<file path="config.mk">
export PLATFORM = sky130hd
export DESIGN_NAME = ais_position_report_sentence_encoder_core
export DESIGN_NICKNAME = d
export VERILOG_FILES = /design/src/sv/aisenc_pkg.sv /design/src/sv/aisenc_ctrl.sv /design/src/sv/aisenc_dp.sv /design/src/sv/ais_position_report_sentence_encoder_core.sv
export SDC_FILE = /design/constraint.sdc
export NUM_CORES = 1
export LEC_CHECK = 0
export BUFFER_PORTS_ARGS = -buffer_cell sky130_fd_sc_hd__buf_2
export CELL_PAD_IN_SITES_DETAIL_PLACEMENT = 1
export CELL_PAD_IN_SITES_GLOBAL_PLACEMENT = 1
export CORE_AREA = 3 3 149 151
export CTS_CLUSTER_SIZE = 14
export DETAILED_ROUTE_END_ITERATION = 10
export DIE_AREA = 0 0 152 154
export GPL_ROUTABILITY_DRIVEN = 0
export PLACE_DENSITY = 0.87
export REMOVE_ABC_BUFFERS = 1
export SLEW_MARGIN = 20
export SYNTH_ARGS = -nofsm -noshare
export SYNTH_HDL_FRONTEND = slang
export SYNTH_SLANG_ARGS = --single-unit
export TNS_END_PERCENT = 30
</file>
<file path="constraint.sdc">
create_clock -name clk -period 6.55 [get_ports clk]
set_clock_uncertainty 0.1 [all_clocks]
set_input_delay 0.655 -clock clk [delete_from_list [all_inputs] [get_ports clk]]
set_output_delay 0.655 -clock clk [all_outputs]
set_load 0.05 [all_outputs]
</file>
<file path="src/sv/aisenc_pkg.sv">
package aisenc_pkg;

  localparam int PayloadBits  = 168;
  localparam int CharBits     = 6;

  typedef logic [5:0] pos_t;

  // character positions within the sentence
  localparam pos_t POS_CHANNEL   = 6'd12;
  localparam pos_t POS_PAY_FIRST = 6'd14;
  localparam pos_t POS_PAY_LAST  = 6'd41;
  localparam pos_t POS_COMMA     = 6'd42;
  localparam pos_t POS_ZERO      = 6'd43;
  localparam pos_t POS_STAR      = 6'd44;
  localparam pos_t POS_HEX_HI    = 6'd45;
  localparam pos_t POS_HEX_LO    = 6'd46;
  localparam pos_t POS_CR        = 6'd47;
  localparam pos_t POS_LF        = 6'd48;

  localparam logic [7:0] CH_COMMA  = 8'h2C;
  localparam logic [7:0] CH_ZERO   = 8'h30;
  localparam logic [7:0] CH_STAR   = 8'h2A;
  localparam logic [7:0] CH_CR     = 8'h0D;
  localparam logic [7:0] CH_LF     = 8'h0A;
  localparam logic [7:0] CH_A      = 8'h41;
  localparam logic [7:0] CH_B      = 8'h42;

  localparam logic [5:0] MSG_ID        = 6'd1;
  localparam logic [8:0] HEADING_NA    = 9'd511;
  localparam logic [2:0] SLOT_TIMEOUT  = 3'd1;

  localparam logic [2:0] ADDR_RADIO_CHANNEL = 3'd0;

  typedef enum logic {
    ST_IDLE,
    ST_EMIT
  } state_t;

  typedef struct packed {
    logic load;
    logic step;
  } cmd_t;

  typedef struct packed {
    logic out_free;
    logic at_last;
  } status_t;

  // fixed sentence head "$AIVDM,1,1,,A," (channel letter patched by caller)
  function automatic logic [7:0] head_char(input logic [3:0] idx);
    logic [7:0] c;
    case (idx)
      4'd0:    c = 8'h24;
      4'd1:    c = 8'h41;
      4'd2:    c = 8'h49;
      4'd3:    c = 8'h56;
      4'd4:    c = 8'h44;
      4'd5:    c = 8'h4D;
      4'd6:    c = CH_COMMA;
      4'd7:    c = 8'h31;
      4'd8:    c = CH_COMMA;
      4'd9:    c = 8'h31;
      4'd10:   c = CH_COMMA;
      4'd11:   c = CH_COMMA;
      4'd12:   c = CH_A;
      4'd13:   c = CH_COMMA;
      default: c = CH_COMMA;
    endcase
    return c;
  endfunction

  // six-bit value to payload character, skipping the gap after 'W'
  function automatic logic [7:0] armor(input logic [5:0] v);
    return (v < 6'd40) ? ({2'b00, v} + 8'd48) : ({2'b00, v} + 8'd56);
  endfunction

  function automatic logic [7:0] hex_char(input logic [3:0] nib);
    return (nib < 4'd10) ? ({4'h0, nib} + 8'h30) : ({4'h0, nib} + 8'h37);
  endfunction

endpackage

</file>
<file path="src/sv/aisenc_ctrl.sv">
module aisenc_ctrl (
  input  logic                clk,
  input  logic                rst_n,
  input  logic                in_valid,
  output logic                in_stall,
  input  aisenc_pkg::status_t status,
  output aisenc_pkg::cmd_t    cmd
);
  import aisenc_pkg::*;

  state_t state_r, state_nxt;

  always_ff @(posedge clk) begin
    if (!rst_n) begin
      state_r <= ST_IDLE;
    end else begin
      state_r <= state_nxt;
    end
  end

  always_comb begin
    state_nxt = state_r;
    cmd       = '0;
    in_stall  = 1'b1;
    case (state_r)
      ST_IDLE: begin
        in_stall = 1'b0;
        if (in_valid) begin
          cmd.load  = 1'b1;
          state_nxt = ST_EMIT;
        end
      end
      ST_EMIT: begin
        if (status.out_free) begin
          cmd.step = 1'b1;
          if (status.at_last) begin
            state_nxt = ST_IDLE;
          end
        end
      end
      default: state_nxt = ST_IDLE;
    endcase
  end

endmodule

</file>
<file path="src/sv/aisenc_dp.sv">
module aisenc_dp (
  input  logic                clk,
  input  logic                rst_n,
  input  aisenc_pkg::cmd_t    cmd,
  output aisenc_pkg::status_t status,
  input  logic                radio_channel,
  input  logic [1:0]          repeat_count,
  input  logic [29:0]         vessel_id,
  input  logic [3:0]          navigation_status,
  input  logic signed [7:0]   turn_rate,
  input  logic [9:0]          ground_speed,
  input  logic                position_accurate,
  input  logic signed [27:0]  longitude_value,
  input  logic signed [26:0]  latitude_value,
  input  logic [11:0]         ground_course,
  input  logic [5:0]          utc_second,
  input  logic [4:0]          utc_hour,
  input  logic [5:0]          utc_minute,
  input  logic                out_stall,
  output logic                out_valid,
  output logic [7:0]          text_byte,
  output logic                last_byte
);
  import aisenc_pkg::*;

  logic [PayloadBits-1:0] payload_r, payload_nxt;
  pos_t                   pos_r;
  logic [7:0]             xor_r;
  logic                   out_valid_r;
  logic [7:0]             byte_r;
  logic                   last_r;
  logic [7:0]             cur_byte;
  logic                   in_payload;
  logic                   in_sum;

  always_comb begin
    payload_nxt = {MSG_ID, repeat_count, vessel_id, navigation_status, turn_rate,
                   ground_speed, position_accurate, longitude_value, latitude_value,
                   ground_course, HEADING_NA, utc_second,
                   2'b00, 3'b000, 1'b0,            // maneuver, spare, RAIM
                   2'b00, SLOT_TIMEOUT, utc_hour,  // sync state, timeout, hour
                   1'b0, utc_minute, 2'b00};
  end

  assign in_payload = (pos_r >= POS_PAY_FIRST) && (pos_r <= POS_PAY_LAST);
  // checksum covers everything between '$' and '*'
  assign in_sum     = (pos_r != 6'd0) && (pos_r < POS_STAR);

  always_comb begin
    case (pos_r) inside
      [6'd0:6'd13]: begin
        cur_byte = head_char(pos_r[3:0]);
        if (pos_r == POS_CHANNEL) begin
          cur_byte = radio_channel ? CH_B : CH_A;
        end
      end
      [POS_PAY_FIRST:POS_PAY_LAST]:
                  cur_byte = armor(payload_r[PayloadBits-1 -: CharBits]);
      POS_COMMA:  cur_byte = CH_COMMA;
      POS_ZERO:   cur_byte = CH_ZERO;
      POS_STAR:   cur_byte = CH_STAR;
      POS_HEX_HI: cur_byte = hex_char(xor_r[7:4]);
      POS_HEX_LO: cur_byte = hex_char(xor_r[3:0]);
      POS_CR:     cur_byte = CH_CR;
      POS_LF:     cur_byte = CH_LF;
      default:    cur_byte = CH_LF;
    endcase
  end

  always_ff @(posedge clk) begin
    if (!rst_n) begin
      pos_r       <= '0;
      out_valid_r <= 1'b0;
    end else if (cmd.load) begin
      pos_r <= '0;
      if (!out_stall) begin
        out_valid_r <= 1'b0;
      end
    end else if (cmd.step) begin
      pos_r       <= pos_r + 6'd1;
      out_valid_r <= 1'b1;
    end else if (!out_stall) begin
      out_valid_r <= 1'b0;
    end
  end

  always_ff @(posedge clk) begin
    if (cmd.load) begin
      payload_r <= payload_nxt;
      xor_r     <= '0;
    end else if (cmd.step) begin
      byte_r <= cur_byte;
      last_r <= (pos_r == POS_LF);
      if (in_payload) begin
        payload_r <= {payload_r[PayloadBits-CharBits-1:0], {CharBits{1'b0}}};
      end
      if (in_sum) begin
        xor_r <= xor_r ^ cur_byte;
      end
    end
  end

  assign status.out_free = !out_valid_r || !out_stall;
  assign status.at_last  = (pos_r == POS_LF);
  assign out_valid       = out_valid_r;
  assign text_byte       = byte_r;
  assign last_byte       = last_r;

endmodule

</file>
<file path="src/sv/ais_position_report_sentence_encoder_core.sv">
// channel | direction | handshake          | payload
// in      | input     | in_valid/in_stall  | position report fields
// out     | output    | out_valid/out_stall| out_text_byte, out_last_byte
// cfg     | input     | APB-style          | radio_channel at byte address 0
//
// A request is taken only while idle; it then yields 49 bytes from the single output
// register, one per cycle while out_stall does not hold the output.
// The byte sequencer steps one character position per cycle when not stalled.
// out_stall freezes the sequencer with the current byte held on the output.
// The next request is taken once the line feed is loaded into the output register.
// rst_n is synchronous; reset empties the output and sets the channel to A.
module ais_position_report_sentence_encoder_core (
  input  logic                clk,
  input  logic                rst_n,
  input  logic                in_valid,
  output logic                in_stall,
  input  logic [1:0]          in_repeat_count,
  input  logic [29:0]         in_vessel_id,
  input  logic [3:0]          in_navigation_status,
  input  logic signed [7:0]   in_turn_rate,
  input  logic [9:0]          in_ground_speed,
  input  logic                in_position_accurate,
  input  logic signed [27:0]  in_longitude_value,
  input  logic signed [26:0]  in_latitude_value,
  input  logic [11:0]         in_ground_course,
  input  logic [5:0]          in_utc_second,
  input  logic [4:0]          in_utc_hour,
  input  logic [5:0]          in_utc_minute,
  output logic                out_valid,
  input  logic                out_stall,
  output logic [7:0]          out_text_byte,
  output logic                out_last_byte,
  input  logic                cfg_psel,
  input  logic                cfg_penable,
  input  logic                cfg_pwrite,
  input  logic [2:0]          cfg_paddr,
  input  logic [31:0]         cfg_pwdata,
  output logic [31:0]         cfg_prdata,
  output logic                cfg_pready
);
  import aisenc_pkg::*;

  cmd_t    cmd;
  status_t status;
  logic    radio_channel_r;
  logic    cfg_hit;

  assign cfg_pready = 1'b1;
  assign cfg_hit    = (cfg_paddr[2] == ADDR_RADIO_CHANNEL[2]);

  always_ff @(posedge clk) begin
    if (!rst_n) begin
      radio_channel_r <= 1'b0;
    end else if (cfg_psel && cfg_penable && cfg_pwrite && cfg_pready && cfg_hit) begin
      radio_channel_r <= cfg_pwdata[0];
    end
  end

  assign cfg_prdata = cfg_hit ? {31'd0, radio_channel_r} : 32'd0;

  aisenc_ctrl u_ctrl (
    .clk      (clk),
    .rst_n    (rst_n),
    .in_valid (in_valid),
    .in_stall (in_stall),
    .status   (status),
    .cmd      (cmd)
  );

  aisenc_dp u_dp (
    .clk               (clk),
    .rst_n             (rst_n),
    .cmd               (cmd),
    .status            (status),
    .radio_channel     (radio_channel_r),
    .repeat_count      (in_repeat_count),
    .vessel_id         (in_vessel_id),
    .navigation_status (in_navigation_status),
    .turn_rate         (in_turn_rate),
    .ground_speed      (in_ground_speed),
    .position_accurate (in_position_accurate),
    .longitude_value   (in_longitude_value),
    .latitude_value    (in_latitude_value),
    .ground_course     (in_ground_course),
    .utc_second        (in_utc_second),
    .utc_hour          (in_utc_hour),
    .utc_minute        (in_utc_minute),
    .out_stall         (out_stall),
    .out_valid         (out_valid),
    .text_byte         (out_text_byte),
    .last_byte         (out_last_byte)
  );

`ifndef ASSERT_OFF
  a_busy_after_accept: assert property (@(posedge clk) disable iff (!rst_n)
    in_valid && !in_stall |=> in_stall)
    else $error("request accepted but encoder not busy");

  a_last_is_lf: assert property (@(posedge clk) disable iff (!rst_n)
    out_valid && out_last_byte |-> out_text_byte == CH_LF)
    else $error("last byte is not a line feed");

  a_idle_holds_only_last: assert property (@(posedge clk) disable iff (!rst_n)
    !in_stall |-> !out_valid || out_last_byte)
    else $error("idle with a sentence byte other than the last pending");
`endif

endmodule
</file>
# Word-level counts from Yosys, hierarchy flattened
# Memories as Yosys holds them, arrays and structs flattened. A register that Yosys moved wholly into a read port is not among the register bits.
# Index checks and enable logic that the tools add are counted.
dict set report totals {
  inputBits 181
  register_bits 192
  out_inout_bits 44
  rom_bits 112
  ramBits 0
  mem_count 1
  latchBits 0
}
# memory words width rd rd_ports_with_merged_regs write_ports line_no
set memory_table {}
lappend memory_table {{(name not given)} 16 7 1 1 0 aisenc_pkg.sv:52} ;# case (idx)
dict set report op_classes {
  n_div 0
  bitwise_logic 5
  n_shift 0
  n_mux 30
  n_lt_le_gt_ge 8
  eq_ne 8
  add_sub_neg 7
  multipliers 0
  n_reduce_logical 17
}
# operator count
set op_table {}
lappend op_table {{2-to-1 mux 162 bit} 3}
lappend op_table {{2-to-1 mux 8 bit} 11}
lappend op_table {{== test 6 bit, second input constant} 7}
lappend op_table {{adder 4 x 6 -> 7 bit, second input constant} 4}
lappend op_table {{adder 6 x 6 -> 7 bit, second input constant} 2}
lappend op_table {{less-than comparator 6 bit, second input constant} 2}
lappend op_table {{2-to-1 mux 1 bit} 11}
lappend op_table {{less-than comparator 4 bit, second input constant} 2}
lappend op_table {{2-to-1 mux 4 bit} 2}
lappend op_table {{AND reduction 2 bit} 4}
lappend op_table {{bitwise XOR 8 bit} 1}
lappend op_table {{adder 6 x 1 -> 6 bit, second input constant} 1}
lappend op_table {{== test 6 x 4 -> 1 bit, second input constant} 1}
lappend op_table {{>= comparator 6 x 1 -> 1 bit, second input constant} 1}
lappend op_table {{>= comparator 6 x 4 -> 1 bit, second input constant} 1}
lappend op_table {{<= comparator 6 x 4 -> 1 bit, second input constant} 1}
lappend op_table {{<= comparator 6 bit, second input constant} 1}
lappend op_table {{logical AND 1 bit} 6}
lappend op_table {{nonzero test 6 bit} 1}
lappend op_table {{inverter 1 bit} 4}
lappend op_table {{nonzero test 2 bit} 2}
lappend op_table {{2-to-1 mux 3 bit} 1}
lappend op_table {{logical NOT 1 bit} 2}
lappend op_table {{2-to-1 mux 2 bit} 1}
lappend op_table {{3 further kinds} 3}

# Longest topological paths before layout
dict set report logic_depth {
  depth_word 10
  ltp_mapped 10
  depth_no_buf 9
}

# Cells and area by module
# Synthesis repeated with hierarchy kept, for this count alone.
dict set report hier_totals {
  cells_unflattened 652
  area_unflattened_um2 8738.4
}
# mod instances area_per_inst_um2 cells_per_inst seq_area_each_um2
set by_module_without_submodules {}
lappend by_module_without_submodules {aisenc_dp 1 8371.8 607 5375.2}
lappend by_module_without_submodules {ais_position_report_sentence_encoder_core 1 315.3 40 20.0}
lappend by_module_without_submodules {aisenc_ctrl 1 51.3 5 20.0}

# Worst setup path after synthesis
# No wires, ideal clock.
dict set report synth_timing {
  kind {register to register}
  from {register u_dp.pos_r[1]}
  to {register u_dp.payload_r[100] (enable)}
  period_less_slack_ps 5373
  path_stages_with_launch 9
  n_path_buf 2
  t_required_ps 5269
  path_slack_ps 1177
  arrival_ps 4092
  path_cell_list {dfxtp_1 > inv_1 > ha_1 > buf_2 > nor3b_2 > o32ai_4 > nand2_1 > clkbuf_1 > nand2_1}
}
dict set report synth_via {
  elab_chain_cells 4
  word_cells_on_any_way 5
  cone_classes {order compare (2); reduce/logical (3)}
}
# element line_no
set synth_rtl {}
lappend synth_rtl {{start: declaration} aisenc_dp.sv:27} ;# pos_t pos_r;
lappend synth_rtl {{start signal: assignment} aisenc_dp.sv:80} ;# pos_r <= pos_r + 6'd1;
lappend synth_rtl {{>= comparator 6 x 4 -> 1 bit or <= comparator 6 bit (tied branches)} aisenc_dp.sv:45} ;# assign in_payload = (pos_r >= POS_PAY_FIRST) && (pos_r <= POS_PAY_LAST);
lappend synth_rtl {{logical AND 1 bit *} aisenc_dp.sv:45}
lappend synth_rtl {{nonzero test 2 bit (no line) *} -}
lappend synth_rtl {{AND reduction 2 bit (no line) *} -}
lappend synth_rtl {{end signal: assignment} aisenc_dp.sv:89} ;# payload_r <= payload_nxt;
lappend synth_rtl {{end signal: assignment} aisenc_dp.sv:95} ;# payload_r <= {payload_r[PayloadBits-CharBits-1:0], {CharBits{1'b0}}};
lappend synth_rtl {{end: declaration} aisenc_dp.sv:26} ;# logic [PayloadBits-1:0] payload_r, payload_nxt;
# Every way passes the cells marked *; elsewhere a longest branch is shown, timed or not.
# A chain may end at the register's enable or synchronous reset.

# Worst setup path after layout
dict set report layout_timing {
  from {register u_dp.pos_r[1]}
  to {register u_dp.payload_r[43] (enable)}
}
# Same word-level chain as after synthesis.

==> qor.yml <==
floorplan:
  rows: 53
  fp.dieArea_um2: 23400
  core_um2: 21000
  initial_utilization: 0.420
  io_pins: 225
  die_x_um: 152
  die_h_um: 154
sta:
  setup_viol: 0
  tightest_slew_ns: 0.782
  fmax_mhz: 282
  setup_ws_ns: 3.01
  fin_crit_ns: 3.54
  setup_tns_ns: 0
  min_period_over_period: 0.541
  maxSlewViolCount: 0
  hold_viol: 0
  slew-limit-headroom: 0.479
  rsz0062_at_grt: "false"
setup_path:
  crit_arrival_ns: 3.50
  path_max_fanout: 53
  cp-start-kind: "flop"
  reg2regPathDepth: 8
  max_stage_delay_ns: 0.66
  slowest_stage: "buf_4"
  crit_top_cell: "buf_4"
  path_class: "reg -> reg"
  cp_cell_sequence: "inv_1, ha_1, nor3b_2, o32ai_4, nand2_1, buf_4, nand2_4, buf_4"
  cp-end-kind: "flop"
  worstPathRequired_ns: 6.51
routing:
  post-route-drc-count: 0
  finalWirelength_mm: 21.1
  vias: 5979
  wl_per_cell_um: 18.8
  dr.pass1.iters: 4
  drt-initial-drc-count: 455
  routed_via_density: 5.34
  detail-route-antenna-nets: 0
cts:
  cts_setup_buffers: 0
  path_clk_slew_ns: 0.07
  cts_buffer_depth: 2
  cts_inserted_buffers: 17
  cts_tree: "built"
  root_buffer: "clkbuf_16"
  h-tree-depth: 4
  cts-resized-gates: 0
  insertion_delay_ns: 0.42
  numClockSinks: 197
  postCtsHoldBufs: 0
layout:
  finalInstanceArea_um2: 10200
  fin_nets: 1027
  syn_to_final_growth_pct: 16.0
  drive_above_1_share: 0.254
grt:
  grt_pass1_wl_mm: 33.5
  grt_use_total: 0.179
  grt_pass1_vias: 6307
  antenna_found_initial: 9
  grt_max_degree: 162
  overflow: 0
yosys:
  ys_seq_area_frac: 0.615
  synth_seq_cells: 197
  synth.avg_cell_area_um2: 12.6
  synth_cell_types: 65
  synth-async-reset-ratio: 0
  yosysWarnings: 0
  synth_area_um2: 8800
  synthCells: 696
  synth_edf_count: 147
  synthFlopType: "edfxtp_1"
status:
  outcome: "finished clean"
worst_hold_path:
  min_path_cells: 2
  hp-class: "reg -> reg"
place:
  dp_slack_ns: 3.06
  hpwl_mm: 14.3
  port_buffers: 158
  placed_area_um2: 9650
power:
  power.density_nw_per_um2: 261
  total_leakage_power_nw: 4.06
  irDropWorstVdd_mv: 0.173
flow_run:
  max_cap_violations: 0
## critical path: cells and delay by family, from the launching register on
family	cells	cell delay (ns)
AO/OA/AOI/OAI	1	0.42
adder cells (fa/ha/maj)	1	0.40
buffers and inverters	3	1.03
flip-flops	1	0.38
AND/OR/NAND/NOR	3	0.75
## cell usage in the layout (no fill, tap or decap), types with 5 or more instances in the layout
cell type	netlist	layout
a211oi_1	5	5
nand3_1	15	15
mux2i_1	7	7
a22o_1	133	133
and2_1	7	7
ha_1	17	17
nor3_1	5	5
dfxtp_1	50	50
and3_1	7	7
inv_1	14	14
buf_4	39	6
nor2_1	10	10
edfxtp_1	147	147
o21ai_0	9	9
buf_2	17	158
a21oi_1	26	26
clkbuf_16	0	17
conb_1	2	33
nand2_1	91	90
## per-layer routing
metal | share of wire | vias to the layer above | global-route usage
li1 | - | 2837 | -
met1 | 0.44 | 2924 | 0.226
met2 | 0.48 | 164 | 0.294
met3 | 0.062 | 40 | 0.0650
met4 | 0.016 | 14 | 0.0454
met5 | 0.0049 | - | 0
## state kept, by name, summed over array words and instances, names as in the netlist, named ones only
register and flops:
u_dp.pos_r 6, radio_channel_r 1, u_dp.payload_r 166, u_dp.text_byte 7
u_dp.xor_r 7, u_dp.last_byte 1, u_dp.out_valid 1, u_ctrl.state_r 1
## synth_stat cells (all sizes together), types with 4 or more instances
master  count  share of area
edfxtp    147           0.50
a22o      133           0.13
nand2      91          0.039
buf        57          0.044
dfxtp      50           0.11
a21oi      26          0.015
clkbuf     25          0.011
ha         17          0.024
inv        16         0.0068
nand3      15         0.0085
nor2       11         0.0055
o21ai      10         0.0057
and2        8         0.0060
and3        7         0.0050
mux2i       7         0.0080
nor3        6         0.0040
a211oi      5         0.0043
a31oi       5         0.0043
nor2b       5         0.0036
nand2b      4         0.0028
xor2        4         0.0040
## report_power, final
part	leakage, nW	internal, mW	switching [mW]	total (mW)
registers	1.85	1.41	0.0216	1.43
clock network	0.260	0.532	0.468	1.00
logic	1.95	0.0836	0.150	0.233
total	4.06	2.03	0.639	2.67
## path summary, 6_finish.rpt
path / start / endpoint / slack [ns]
hold reg to reg: u_dp.payload_r[24] / u_dp.payload_r[24] / 0.36
setup reg to reg: u_dp.pos_r[1] / u_dp.payload_r[43] / 3.01
setup / recovery: u_dp.pos_r[1] / u_dp.payload_r[43] / 3.01
hold / removal: u_dp.payload_r[24] / u_dp.payload_r[24] / 0.36
## stage by stage
| step | util | power [mW] | instances | hold slack [ns] |
|---|---|---|---|---|
| 6_report | 0.488 | 2.67 | 1120 | 0.363 |
| 5_1_grt | 0.487 | 2.78 | 1119 | 0.379 |
| 4_1_cts | 0.487 | 2.69 | 1117 | 0.366 |
| 3_5_place_dp | 0.461 | 1.69 | 1085 | 0.348 |
| 3_3_place_gp | 0.461 | 1.68 | 1085 | 0.339 |
| 2_1_floorplan | - | 1.61 | 645 | 0.329 |
## kinds of logic (layout without fill, tap and decap cells)
family	Yosys count	after routing	synth area share
other	2	36	0.000853
DFF	197	197	0.615
muxes	9	9	0.0105
buffers and inverters	98	213	0.0617
adders and majority gates	17	17	0.0242
xor gates and xnor gates	6	6	0.00597
and+or+nand+nor	164	164	0.0918
AOI/OAI and AO/OA	203	203	0.190
## area by class of cell
class | instances | area [µm²]
Inverter | 16 | 60.1
Sequential cell | 197 | 5420
Multi-Input combinational cell | 432 | 2980
Clock inverter | 12 | 120
Antenna cell | 3 | 7.51
Tap cell | 275 | 344
Fill cell | 2241 | 10700
Timing Repair Buffer | 165 | 856
Clock buffer | 20 | 437
Note: power is estimated with default switching activity, not from simulation.
